`src/rtl/core/tsl_pkg.sv`:
```
// ----------------------------------------------------------------------------
// tsl_pkg
// Shared constants for the series natural logarithm core.
// ----------------------------------------------------------------------------
package tsl_pkg;

  localparam int X_W          = 32;
  localparam int LOG_W        = 32;
  localparam int TERM_COUNT_W = 7;

  localparam int DEF_MAX_TERMS = 64;
  localparam int DEF_FRAC_BITS = 16;

  localparam logic [TERM_COUNT_W-1:0] TERM_COUNT_RESET = 7'd16;
  localparam logic [X_W-1:0]          ONE_Q16          = 32'h0001_0000;
  localparam logic [LOG_W-1:0]        LOG_ERR          = 32'hFFFF_0000;  // -1.0

endpackage

```
`src/rtl/core/taylor_series_natural_log_core.sv`:
```
// ----------------------------------------------------------------------------
// taylor_series_natural_log_core
// Series natural logarithm of an unsigned Q16.16 word, signed Q16.16 result.
// ----------------------------------------------------------------------------
// Input channel: in_valid / in_stall carry x_value. Output channel:
// out_valid / out_stall carry log_value and domain_error. A word moves on a
// rising edge with valid high and stall low.
// cfg_wr_en / cfg_wr_data write term_count (reset 16); the user is to write
// it only while the core is idle; the core itself does not enforce this.
// One word is worked at a time; in_stall stays high from acceptance until
// the result is loaded into the output register. Internally F = 16 +
// FRAC_BITS fraction bits are kept, and n = min(term_count, MAX_TERMS)
// terms are summed; each term is one pass of the partial-product multiplier
// and one bit-serial division by the term index. When x_value >= 1.0, a
// division forming y = (x - 1) / x comes first. A zero argument or a zero
// term count goes straight to the final state.
// The output register holds a result until it is taken; a stalled receiver
// keeps the core waiting in its final state, so no word is lost.
// Reset (rst, synchronous) empties the output register and returns to idle.
// ----------------------------------------------------------------------------
module taylor_series_natural_log_core #(
  parameter int MAX_TERMS = tsl_pkg::DEF_MAX_TERMS,
  parameter int FRAC_BITS = tsl_pkg::DEF_FRAC_BITS
) (
  input  logic                             clk,
  input  logic                             rst,
  input  logic                             cfg_wr_en,
  input  logic [tsl_pkg::TERM_COUNT_W-1:0] cfg_wr_data,
  input  logic                             in_valid,
  output logic                             in_stall,
  input  logic [tsl_pkg::X_W-1:0]          x_value,
  output logic                             out_valid,
  input  logic                             out_stall,
  output logic signed [tsl_pkg::LOG_W-1:0] log_value,
  output logic                             domain_error
);

  import tsl_pkg::*;

  localparam int INT_FRAC = 16 + FRAC_BITS;
  localparam int OP_W     = INT_FRAC + 1;
  localparam int CNT_W    = $clog2(MAX_TERMS + 1);
  localparam int STEP_W   = $clog2(INT_FRAC + 2);
  localparam int SUM_W    = OP_W + CNT_W;
  localparam int RND_W    = (SUM_W + 1 > FRAC_BITS + 34) ? SUM_W + 1 : FRAC_BITS + 34;
  localparam logic [OP_W-1:0] ONE_F = OP_W'(1) << INT_FRAC;

  typedef enum logic [4:0] {
    S_IDLE   = 5'b00001,
    S_YDIV   = 5'b00010,
    S_MUL    = 5'b00100,
    S_TDIV   = 5'b01000,
    S_FINISH = 5'b10000
  } state_t;

  state_t state;

  logic [TERM_COUNT_W-1:0] term_count;
  logic [CNT_W-1:0]        n;
  logic [CNT_W-1:0]        i;
  logic                    neg;
  logic                    err;
  logic [INT_FRAC-1:0]     y;
  logic [OP_W-1:0]         p;
  logic [SUM_W-1:0]        sum;

  logic                    in_acc;
  logic                    out_load;
  logic [CNT_W-1:0]        n_eff;
  logic                    x_zero;
  logic                    x_below_one;
  logic [INT_FRAC-1:0]     y_small;

  logic                    div_start;
  logic [STEP_W-1:0]       div_steps;
  logic [X_W-1:0]          div_rem_init;
  logic [OP_W-1:0]         div_dq_init;
  logic [X_W-1:0]          div_den;
  logic                    div_done;
  logic [OP_W-1:0]         div_quot;

  logic                    mul_start;
  logic [OP_W-1:0]         mul_a;
  logic [OP_W-1:0]         mul_b;
  logic                    mul_done;
  logic [OP_W-1:0]         mul_prod;

  logic [RND_W-1:0]        rnd;
  logic [RND_W-1:0]        mag;
  logic [32:0]             mag_sat;
  logic [LOG_W-1:0]        res;

  assign in_stall = (state != S_IDLE);
  assign in_acc   = in_valid && !in_stall;
  assign out_load = (state == S_FINISH) && (!out_valid || !out_stall);

  always_comb begin
    if (32'(term_count) > 32'(MAX_TERMS)) begin
      n_eff = CNT_W'(MAX_TERMS);
    end else begin
      n_eff = CNT_W'(term_count);
    end
    x_zero      = (x_value == '0);
    x_below_one = (x_value < ONE_Q16);
    y_small     = INT_FRAC'(ONE_Q16 - x_value) << FRAC_BITS;
  end

  // shared unit operand steering
  always_comb begin
    div_start    = 1'b0;
    mul_start    = 1'b0;
    div_steps    = STEP_W'(INT_FRAC + 1);
    div_rem_init = '0;
    div_dq_init  = mul_prod;
    div_den      = X_W'(i);
    mul_a        = p;
    mul_b        = OP_W'(y);
    case (state)
      S_IDLE: begin
        div_steps    = STEP_W'(INT_FRAC);
        div_rem_init = x_value - ONE_Q16;
        div_dq_init  = '0;
        div_den      = x_value;
        mul_a        = ONE_F;
        mul_b        = OP_W'(y_small);
        if (in_acc && !x_zero && n_eff != '0) begin
          div_start = !x_below_one;
          mul_start = x_below_one;
        end
      end
      S_YDIV: begin
        mul_a     = ONE_F;
        mul_b     = OP_W'(div_quot[INT_FRAC-1:0]);
        mul_start = div_done;
      end
      S_MUL: begin
        div_start = mul_done;
      end
      S_TDIV: begin
        mul_start = div_done && (i != n);
      end
      default: ;
    endcase
  end

  always_ff @(posedge clk) begin
    if (rst) begin
      term_count <= TERM_COUNT_RESET;
    end else if (cfg_wr_en) begin
      term_count <= cfg_wr_data;
    end
  end

  always_ff @(posedge clk) begin
    if (rst) begin
      state     <= S_IDLE;
      out_valid <= 1'b0;
    end else begin
      if (out_valid && !out_stall) begin
        out_valid <= 1'b0;
      end
      case (state)
        S_IDLE: begin
          if (in_acc) begin
            if (x_zero || n_eff == '0) begin
              state <= S_FINISH;
            end else if (x_below_one) begin
              state <= S_MUL;
            end else begin
              state <= S_YDIV;
            end
          end
        end
        S_YDIV: begin
          if (div_done) begin
            state <= S_MUL;
          end
        end
        S_MUL: begin
          if (mul_done) begin
            state <= S_TDIV;
          end
        end
        S_TDIV: begin
          if (div_done) begin
            state <= (i == n) ? S_FINISH : S_MUL;
          end
        end
        S_FINISH: begin
          if (out_load) begin
            out_valid <= 1'b1;
            state     <= S_IDLE;
          end
        end
        default: state <= S_IDLE;
      endcase
    end
  end

  always_ff @(posedge clk) begin
    case (state)
      S_IDLE: begin
        if (in_acc) begin
          n   <= n_eff;
          neg <= x_below_one;
          err <= x_zero;
          y   <= y_small;
          i   <= CNT_W'(1);
          sum <= '0;
        end
      end
      S_YDIV: begin
        if (div_done) begin
          y <= div_quot[INT_FRAC-1:0];
        end
      end
      S_MUL: begin
        if (mul_done) begin
          p <= mul_prod;
        end
      end
      S_TDIV: begin
        if (div_done) begin
          sum <= sum + SUM_W'(div_quot);
          i   <= i + 1'b1;
        end
      end
      default: ;
    endcase
  end

  // round half away from zero, then saturate by sign
  always_comb begin
    rnd = RND_W'(sum) + (RND_W'(1) << (FRAC_BITS - 1));
    mag = rnd >> FRAC_BITS;
    if (neg) begin
      mag_sat = (mag > RND_W'(33'h0_8000_0000)) ? 33'h0_8000_0000 : mag[32:0];
      res     = LOG_W'(33'd0 - mag_sat);
    end else begin
      mag_sat = (mag > RND_W'(33'h0_7FFF_FFFF)) ? 33'h0_7FFF_FFFF : mag[32:0];
      res     = mag_sat[LOG_W-1:0];
    end
  end

  always_ff @(posedge clk) begin
    if (out_load) begin
      log_value    <= err ? LOG_ERR : res;
      domain_error <= err;
    end
  end

  tsl_div #(
    .REM_W  (X_W),
    .DQ_W   (OP_W),
    .STEP_W (STEP_W)
  ) u_div (
    .clk      (clk),
    .rst      (rst),
    .start    (div_start),
    .steps    (div_steps),
    .rem_init (div_rem_init),
    .dq_init  (div_dq_init),
    .den      (div_den),
    .done     (div_done),
    .quot     (div_quot)
  );

  tsl_mul #(
    .INT_FRAC (INT_FRAC)
  ) u_mul (
    .clk   (clk),
    .rst   (rst),
    .start (mul_start),
    .a     (mul_a),
    .b     (mul_b),
    .done  (mul_done),
    .prod  (mul_prod)
  );

`ifndef SYNTHESIS
  a_term_index_range: assert property (@(posedge clk) disable iff (rst)
    (state == S_MUL || state == S_TDIV) |-> (i != '0 && i <= n))
    else $error("term index out of range");

  a_units_exclusive: assert property (@(posedge clk) disable iff (rst)
    !(div_start && mul_start))
    else $error("divider and multiplier started together");

  a_finish_loads: assert property (@(posedge clk) disable iff (rst)
    out_load |=> out_valid)
    else $error("finished word not presented");

  a_error_value: assert property (@(posedge clk) disable iff (rst)
    (out_valid && domain_error) |-> (log_value == LOG_ERR))
    else $error("domain error with wrong value");
`endif

endmodule

```
`src/rtl/core/tsl_div.sv`:
```
// ----------------------------------------------------------------------------
// tsl_div
// Restoring divider, one quotient bit per cycle. Shared by the argument
// transform and by the per-term division.
// ----------------------------------------------------------------------------
module tsl_div #(
  parameter int REM_W  = 32,
  parameter int DQ_W   = 33,
  parameter int STEP_W = 6
) (
  input  logic              clk,
  input  logic              rst,
  input  logic              start,
  input  logic [STEP_W-1:0] steps,
  input  logic [REM_W-1:0]  rem_init,
  input  logic [DQ_W-1:0]   dq_init,
  input  logic [REM_W-1:0]  den,
  output logic              done,
  output logic [DQ_W-1:0]   quot
);

  logic              busy;
  logic [STEP_W-1:0] left;
  logic [REM_W-1:0]  rem;
  logic [DQ_W-1:0]   dq;
  logic [REM_W-1:0]  den_r;

  logic [REM_W:0] trial;
  logic [REM_W:0] diff;
  logic           ge;

  always_comb begin
    trial = {rem, dq[DQ_W-1]};
    ge    = (trial >= {1'b0, den_r});
    diff  = trial - {1'b0, den_r};
  end

  always_ff @(posedge clk) begin
    if (rst) begin
      busy <= 1'b0;
      done <= 1'b0;
      left <= '0;
    end else begin
      done <= 1'b0;
      if (start) begin
        busy <= 1'b1;
        left <= steps;
      end else if (busy) begin
        left <= left - 1'b1;
        if (left == STEP_W'(1)) begin
          busy <= 1'b0;
          done <= 1'b1;
        end
      end
    end
  end

  always_ff @(posedge clk) begin
    if (start) begin
      rem   <= rem_init;
      dq    <= dq_init;
      den_r <= den;
    end else if (busy) begin
      rem <= ge ? diff[REM_W-1:0] : trial[REM_W-1:0];
      dq  <= {dq[DQ_W-2:0], ge};
    end
  end

  assign quot = dq;

endmodule

```
`src/rtl/core/tsl_mul.sv`:
```
// ----------------------------------------------------------------------------
// tsl_mul
// Fractional multiplier: floor(a * b / 2^INT_FRAC). One half-width multiply
// per cycle; four partial products are accumulated.
// ----------------------------------------------------------------------------
module tsl_mul #(
  parameter int INT_FRAC = 32
) (
  input  logic              clk,
  input  logic              rst,
  input  logic              start,
  input  logic [INT_FRAC:0] a,
  input  logic [INT_FRAC:0] b,
  output logic              done,
  output logic [INT_FRAC:0] prod
);

  localparam int OP_W  = INT_FRAC + 1;
  localparam int H     = (OP_W + 1) / 2;
  localparam int ACC_W = 4 * H;

  logic             busy;
  logic [2:0]       k;
  logic [2*H-1:0]   a_r;
  logic [2*H-1:0]   b_r;
  logic [2*H-1:0]   pp;
  logic [1:0]       pp_sh;
  logic [ACC_W-1:0] acc;

  logic [H-1:0]     a_part;
  logic [H-1:0]     b_part;
  logic [ACC_W-1:0] pp_ext;

  always_comb begin
    a_part = k[1] ? a_r[2*H-1:H] : a_r[H-1:0];
    b_part = k[0] ? b_r[2*H-1:H] : b_r[H-1:0];
    case (pp_sh)
      2'd0:    pp_ext = ACC_W'(pp);
      2'd1:    pp_ext = ACC_W'(pp) << H;
      2'd2:    pp_ext = ACC_W'(pp) << (2 * H);
      default: pp_ext = '0;
    endcase
  end

  always_ff @(posedge clk) begin
    if (rst) begin
      busy <= 1'b0;
      done <= 1'b0;
      k    <= '0;
    end else begin
      done <= 1'b0;
      if (start) begin
        busy <= 1'b1;
        k    <= '0;
      end else if (busy) begin
        k <= k + 1'b1;
        if (k == 3'd4) begin
          busy <= 1'b0;
          done <= 1'b1;
        end
      end
    end
  end

  always_ff @(posedge clk) begin
    if (start) begin
      a_r <= (2*H)'(a);
      b_r <= (2*H)'(b);
      acc <= '0;
    end else if (busy) begin
      if (k != 3'd4) begin
        pp    <= (2*H)'(a_part) * (2*H)'(b_part);
        pp_sh <= 2'(k[1]) + 2'(k[0]);
      end
      if (k != 3'd0) begin
        acc <= acc + pp_ext;
      end
    end
  end

  assign prod = acc[2*INT_FRAC:INT_FRAC];

endmodule

```
`config.mk`:
```
export PLATFORM = sky130hd
export DESIGN_NAME = taylor_series_natural_log_core
export DESIGN_NICKNAME = d
export VERILOG_FILES = /design/src/rtl/core/tsl_pkg.sv /design/src/rtl/core/taylor_series_natural_log_core.sv /design/src/rtl/core/tsl_div.sv /design/src/rtl/core/tsl_mul.sv
export SDC_FILE = /design/constraint.sdc
export NUM_CORES = 2
export LEC_CHECK = 0
export BUFFER_PORTS_ARGS = -buffer_cell sky130_fd_sc_hd__buf_2
export CORE_MARGIN = 8
export CORE_UTILIZATION = 35
export CTS_CLUSTER_SIZE = 25
export DETAILED_ROUTE_END_ITERATION = 10
export PLACE_DENSITY = 0.53
export SLEW_MARGIN = 0
export SYNTH_ARGS = -nofsm -noshare
export SYNTH_HDL_FRONTEND = slang
export SYNTH_HIERARCHICAL = 1
export SYNTH_SLANG_ARGS = --single-unit
export TNS_END_PERCENT = 30
```
`constraint.sdc`:
```
create_clock -name clk -period 20.3 [get_ports clk]
set_input_delay 1.015 -clock clk [delete_from_list [all_inputs] [get_ports clk]]
set_output_delay 1.015 -clock clk [all_outputs]
set_load 0.1 [all_outputs]
```
* Word level (Yosys, flattened, before mapping)
Cells that the tools add are included.
W data, S select, Z words.
** Storage, ports and cells
- Register bits :: 447
** Cells by class
- Multiplexer cells :: 52
- Bitwise logic cells :: 3
- Reduce and logical (&&, ||, !) cells :: 32
- $add $sub $neg :: 11
- $lt $le $gt $ge :: 5
- Equality and inequality tests :: 18
- Multiply operators :: 1
** Operators by type and width (number)
- $mux W32 :: 8
- $pmux W68 S3 :: 1
- $pmux W32 S2 :: 2
- $mux W33 :: 3
- $mux W40 :: 2
- $pmux W40 S2 :: 1
- $add A68 B68 Y68 :: 1
- $add A40 B16 Y41 const B :: 1
- $add A40 B33 Y40 :: 1
- $mux W5 :: 7
- $mul A17 B17 Y34 :: 1
- $mux W17 :: 2
- $ge A33 B32 Y1 :: 1
- $gt A25 B32 Y1 const B :: 1
- $logic_not A32 Y1 :: 1
- $lt A32 B17 Y1 const B :: 1
- $sub A1 B32 Y32 const A :: 1
- $sub A32 B17 Y32 const B :: 1
- $sub A32 B32 Y32 :: 1
- $gt A25 B31 Y1 const B :: 1
- $mux W31 :: 1
- $mux W7 :: 4
- $pmux W5 S5 :: 1
- $sub A1 B16 Y16 const A :: 1
- other kinds (40) :: 77

* Depth between registers and ports, before layout
- Depth in word-level cells :: 9
- Depth in mapped cells :: 28
- Gate-level depth less buffers :: 24

* Modules after synthesis
The synthesis kept the hierarchy.
** By module, submodules not included
- tsl_mul :: area an instance 20199.4 µm², instances 1, seq. area each 4464.3 µm², cells each 2295
- taylor_series_natural_log_core :: area an instance 11015.6 µm², instances 1, seq. area each 4884.7 µm², cells each 1145
- tsl_div :: area an instance 6493.7 µm², instances 1, seq. area each 3072.9 µm², cells each 616

* Worst setup path before layout
Ideal clock, no wire load.
- Kind :: register -> register
- From :: register u_mul.k[0]
- To :: register u_mul.pp[33], data pin
- Slack :: 13.127 ns
- Path buffers :: 3
- Required time :: 20.039 ns
- Cell stages (with the launch flop) :: 26
- Period minus slack after synthesis :: 7.173 ns
- Setup time :: 0.261 ns
- Arrival :: 6.911 ns
- Cells stage by stage :: dfxtp_1 -> clkbuf_1 -> buf_1 -> buf_1 -> mux2i_1 -> nor2_1 -> fa_1 -> inv_1 -> fa_1 -> inv_1 -> fa_1 -> fa_1 -> fa_1 -> inv_1 -> fa_1 -> inv_1 -> ha_1 -> a21o_1 -> a21oi_1 -> o21ai_0 -> a21oi_1 -> o31ai_1 -> a31oi_1 -> o31a_1 -> o21ai_0 -> xnor2_1
** Between the ends
- Word-level cells in the longest chain between the ends :: 2
** Ends and longest elaborated chain
- from (decl) :: line tsl_mul.sv:23 : logic [2:0] k;
- from (signal assigned) :: line tsl_mul.sv:56 : k <= k + 1'b1;
- $mux W17 :: line tsl_mul.sv:36 : b_part = k[0] ? b_r[2*H-1:H] : b_r[H-1:0];
- $mul A17 B17 Y34 :: line tsl_mul.sv:72 : pp <= (2*H)'(a_part) * (2*H)'(b_part);
- to (signal assigned) :: line tsl_mul.sv:72
- to (decl) :: line tsl_mul.sv:26 : logic [2*H-1:0] pp;
No other way between the ends.
A chain may end at the register's enable or synchronous reset.

* Worst setup path after layout
- From :: register u_mul.k[1]
- To :: register u_mul.pp[31], data pin
** Between the ends
- Word-level cells in the longest chain between the ends :: 2
** Ends and longest elaborated chain
- $mux W17 :: line tsl_mul.sv:35 : a_part = k[1] ? a_r[2*H-1:H] : a_r[H-1:0];
- $mul A17 B17 Y34 :: line tsl_mul.sv:72
No other way between the ends.

==> impl_results.md <==
* Number of slew-limit violations in the final report at 0
* Routed vias/inst at 5.32
* Routed wire length at 112000 um
* RSZ-0062 raised after global routing: no
* Met1 Track Usage GR at between 20 and 30%
* Crit Reg-Reg Startpoint: u_mul/k[1]
* Top cell types by occurrence after synthesis: 449 x sky130_fd_sc_hd__nand2_1, 378 x sky130_fd_sc_hd__inv_1, 370 x sky130_fd_sc_hd__nor2_1, 353 x sky130_fd_sc_hd__edfxtp_1, 247 x sky130_fd_sc_hd__ha_1
* DRT Pass-1 Iters at 6
* Signal arrival time at the worst endpoint at about 8400 ps
* Type of element launching the critical path: flop
* Endpoint required time on the critical path at 20700 ps
* Number of buffers created by CTS at 55
* Overall overflow remaining after global route at 0
* PostCTS Resize Cnt at 0
* Filler Cells Inserted at ~11000
* Worst-skew pair later-pin latency at slightly below 700 ps
* Initial drt markers at 2386
* Max Clock Skew at approximately 76 ps
* Top_reg_cell synth: sky130_fd_sc_hd__edfxtp_1
* Leading cell type by number of instances after synthesis: sky130_fd_sc_hd__nand2_1
* Met3 layer usage reported by global route at 2.31%
* Max-slew headroom at 23.2%
* Final RePlAce weighted congestion at 0.903
* Number of hold violations in the final report at 0
* Number of global-route vias before repair at 28300
* Final period util at 39.4%
* R2r worst-path depth at 23
* CTS tree: yes
* Syn Std Cell Area at between 30000 and 40000 sq um
* Detailed-route DRC error count at 0
* Share of post-route cells with drive strength above 1 at around 8.4%
* Power density over the cells at about 77 nW/um^2
* Hold bufs inserted after CTS at 0
* Setup total negative slack at 0 ps
* Boundary Pins at 79
* Clk Tree Root Cell: sky130_fd_sc_hd__clkbuf_16
* Share of Yosys cell area claimed by the top area cell type at 28.1%
* Max-capacitance violation count at 0
* Net switching share of the total power at 34.5%
* Core area at approximately 110000 sq um
* Pin count of the biggest net entering global routing at 78
* Vertical die dimension at 344 um
* Placement Rows at 120
* Largest fanout on the critical path at 36
* Total number of clock tree sinks at ~440
* Post-layout net count at 4523
* Number of standard cells after synthesis at 4056
* Starting Density at between 30% and 40%
* Class of the most critical hold timing path: flop to flop
* Final min period at about 8000 ps
* Number of distinct library cells after synthesis at 106
* Wire per inst at 20.5 um
* R2R Setup Slk at around 12000 ps
* Number of cells traversed by the worst hold path at 2
* Hold Crit Endpoint: u_mul/acc[10]
* Half-perimeter wire length of the detailed placement result at 85400 um
* Worst-Margin Slew at roughly 1100 ps
* Result of the run: completed
* Power share of the combinational group at slightly above 30%
* Internal Pwr Total at 2.08 mW
* All-Layer GR Usage at 18.5%
* Post-CTS Repair Setup Buffers at 0
* Share of total power in the clock network at 31.3%
* #FFs+latches synth at 444
* Highest achievable clock rate at 125 MHz
* Count of flip-flops with a built-in enable after synthesis at 353
* Count of final setup violators at 0
* Post-synthesis to final-layout area growth at 8.75%
* Count of yosys warnings during synthesis at 6
* Power consumption at 3.18 mW
* Post-synthesis sequential area ratio at 32.9%
* Worst voltage drop across the vdd grid at 0.0928 mV
* Capturing point of the worst reg2reg path: u_mul/pp[31]
* Category of the worst setup path capture point: flop
* Highest-utilization routing layer at the global route stage: met2
* Chip Width at 344 um
* Clock-pin slew on the worst setup and hold paths at about 60 ps
* Cell taking the most area after synthesis: sky130_fd_sc_hd__edfxtp_1
* Net switching power figure at 1.10 mW
* GR Layer Usage met2 at 30.4%
* Critical path class: flop to flop
* Critical hold path startpoint: u_mul/acc[10]
* Number of buffers on the longest clock path at 3
* Post-route antenna net violation count at 0
* Share of synthesized flip-flops with an asynchronous set or reset at 0%
* Sequential group share of total power at 37.5%
* Sequential cell area in the final layout at roughly 12000 sq um
* Number of buffer cells added on primary ports at 78
* DIE AREA at 118000 sq um
* Leakage power of the design at between 15 and 20 nW
* First-pass GRT wire length at 172000 um
* Total via count in the routed design at 29000
* Leading cell types by total area after synthesis: sky130_fd_sc_hd__edfxtp_1 28%, sky130_fd_sc_hd__fa_1 12%, sky130_fd_sc_hd__ha_1 8.2%, sky130_fd_sc_hd__dfxtp_1 4.8%, sky130_fd_sc_hd__nand2_1 4.5%
* Mean Syn Cell Area at between 9 and 10 sq um
* Combined area of the multi-input logic cells at around 23000 sq um
* Antenna violations before repair at 9
* H-tree levels at 2
cells by family after synthesis:
group	Yosys count	share of synthesized area [%]
AND/OR/NAND/NOR	1383	17.6
AO/OA/AOI/OAI	824	14.4
buffers and inverters	599	6.45
adder cells (fa/ha/maj)	474	20.2
flip-flops	444	32.9
XOR/XNOR	203	4.71
multiplexers	127	3.60
other	2	0.0199
worst max-delay path by stage:
| stage | to | from |
|---|---|---|
| after floorplan | u_mul/pp[33] | u_mul/k[0] |
| after global placement | u_mul/pp[33] | u_mul/k[1] |
| after detailed placement | u_mul/pp[31] | u_mul/k[1] |
| after CTS | u_mul/pp[31] | u_mul/k[1] |
| after global routing | u_mul/pp[31] | u_mul/k[1] |
| final | u_mul/pp[31] | u_mul/k[1] |
cell usage in the layout, fill, tap and decap left out, drive strengths merged, types with 108 or more instances in the layout:
cell type	count
edfxtp	353
nor2	371
buf	108
inv	379
nand2	450
a21oi	250
xnor2	128
and2	164
ha	247
o21ai	173
fa	227
sequential cells by signal (all words and copies together) (netlist names), 2 cells and up:
| name | flops |
|---|---|
| u_div/den_r | 32 |
| p | 33 |
| u_mul/b_r | 33 |
| log_value | 32 |
| term_count | 7 |
| u_mul/k | 3 |
| i | 7 |
| n | 7 |
| u_div/quot | 33 |
| u_div/rem | 32 |
| u_mul/a_r | 33 |
| u_mul/acc | 65 |
| state | 5 |
| u_mul/pp_sh | 2 |
| u_mul/pp | 34 |
| sum | 40 |
| u_div/left | 6 |
| y | 32 |
critical path, cell delays in order (launching register included):
cell and delay, ps:
sky130_fd_sc_hd__dfxtp_1 310, sky130_fd_sc_hd__buf_4 410, sky130_fd_sc_hd__mux2i_1 970, sky130_fd_sc_hd__nor2_1 140, sky130_fd_sc_hd__fa_1 550, sky130_fd_sc_hd__inv_1 60
sky130_fd_sc_hd__fa_1 540, sky130_fd_sc_hd__inv_1 40, sky130_fd_sc_hd__ha_1 210, sky130_fd_sc_hd__fa_1 490, sky130_fd_sc_hd__fa_1 500, sky130_fd_sc_hd__inv_1 60
sky130_fd_sc_hd__fa_1 520, sky130_fd_sc_hd__inv_1 40, sky130_fd_sc_hd__ha_1 380, sky130_fd_sc_hd__a2111oi_0 450, sky130_fd_sc_hd__a21oi_1 80, sky130_fd_sc_hd__o21a_1 190
sky130_fd_sc_hd__a41oi_1 390, sky130_fd_sc_hd__o31ai_1 220, sky130_fd_sc_hd__a31oi_1 590, sky130_fd_sc_hd__o31a_1 300, sky130_fd_sc_hd__o21ai_0 140, sky130_fd_sc_hd__xnor2_1 150
stage by stage:
| step | instances | util [%] | hold WS (ps) | area (sq um) | setup slack (ps) |
|---|---|---|---|---|---|
| 2_1_floorplan | 4060 | - | 432 | 37700 | 13130 |
| 3_3_place_gp | 5351 | 36.6 | 444 | 39200 | 12470 |
| 3_5_place_dp | 5351 | 36.6 | 452 | 39200 | 12460 |
| 4_1_cts | 5454 | 38.4 | 457 | 41000 | 12440 |
| 5_1_grt | 5455 | 38.4 | 469 | 41000 | 11910 |
| 6_report | 5455 | 38.4 | 456 | 41000 | 12310 |
power groups by stage:
stage | Combinational [mW] | Sequential (mW) | Clock [mW]
after detailed placement | 0.982 | 1.21 | 0
after floorplan | 0.772 | 1.17 | 0
after global routing | 1.10 | 1.20 | 1.05
after CTS | 0.989 | 1.19 | 1.02
final | 0.993 | 1.19 | 0.994
after global placement | 0.981 | 1.21 | 0
metal layers:
layer  part of all wire (%)  routed length, um
met1                     46              51600
met2                     46              51800
met3                    4.6               5100
met4                    2.8               3110
met5                      0                  0
layout make-up:
class	instances	share of cell area [%]
multi-input combinational	3017	56.0
sequential	444	30.3
tap	1403	4.28
clock buffer	76	3.74
inverter	379	3.48
timing repair buffer	108	1.50
clock inverter	27	0.738
antenna	1	0.00610
Power figures use the tool's default switching activity.
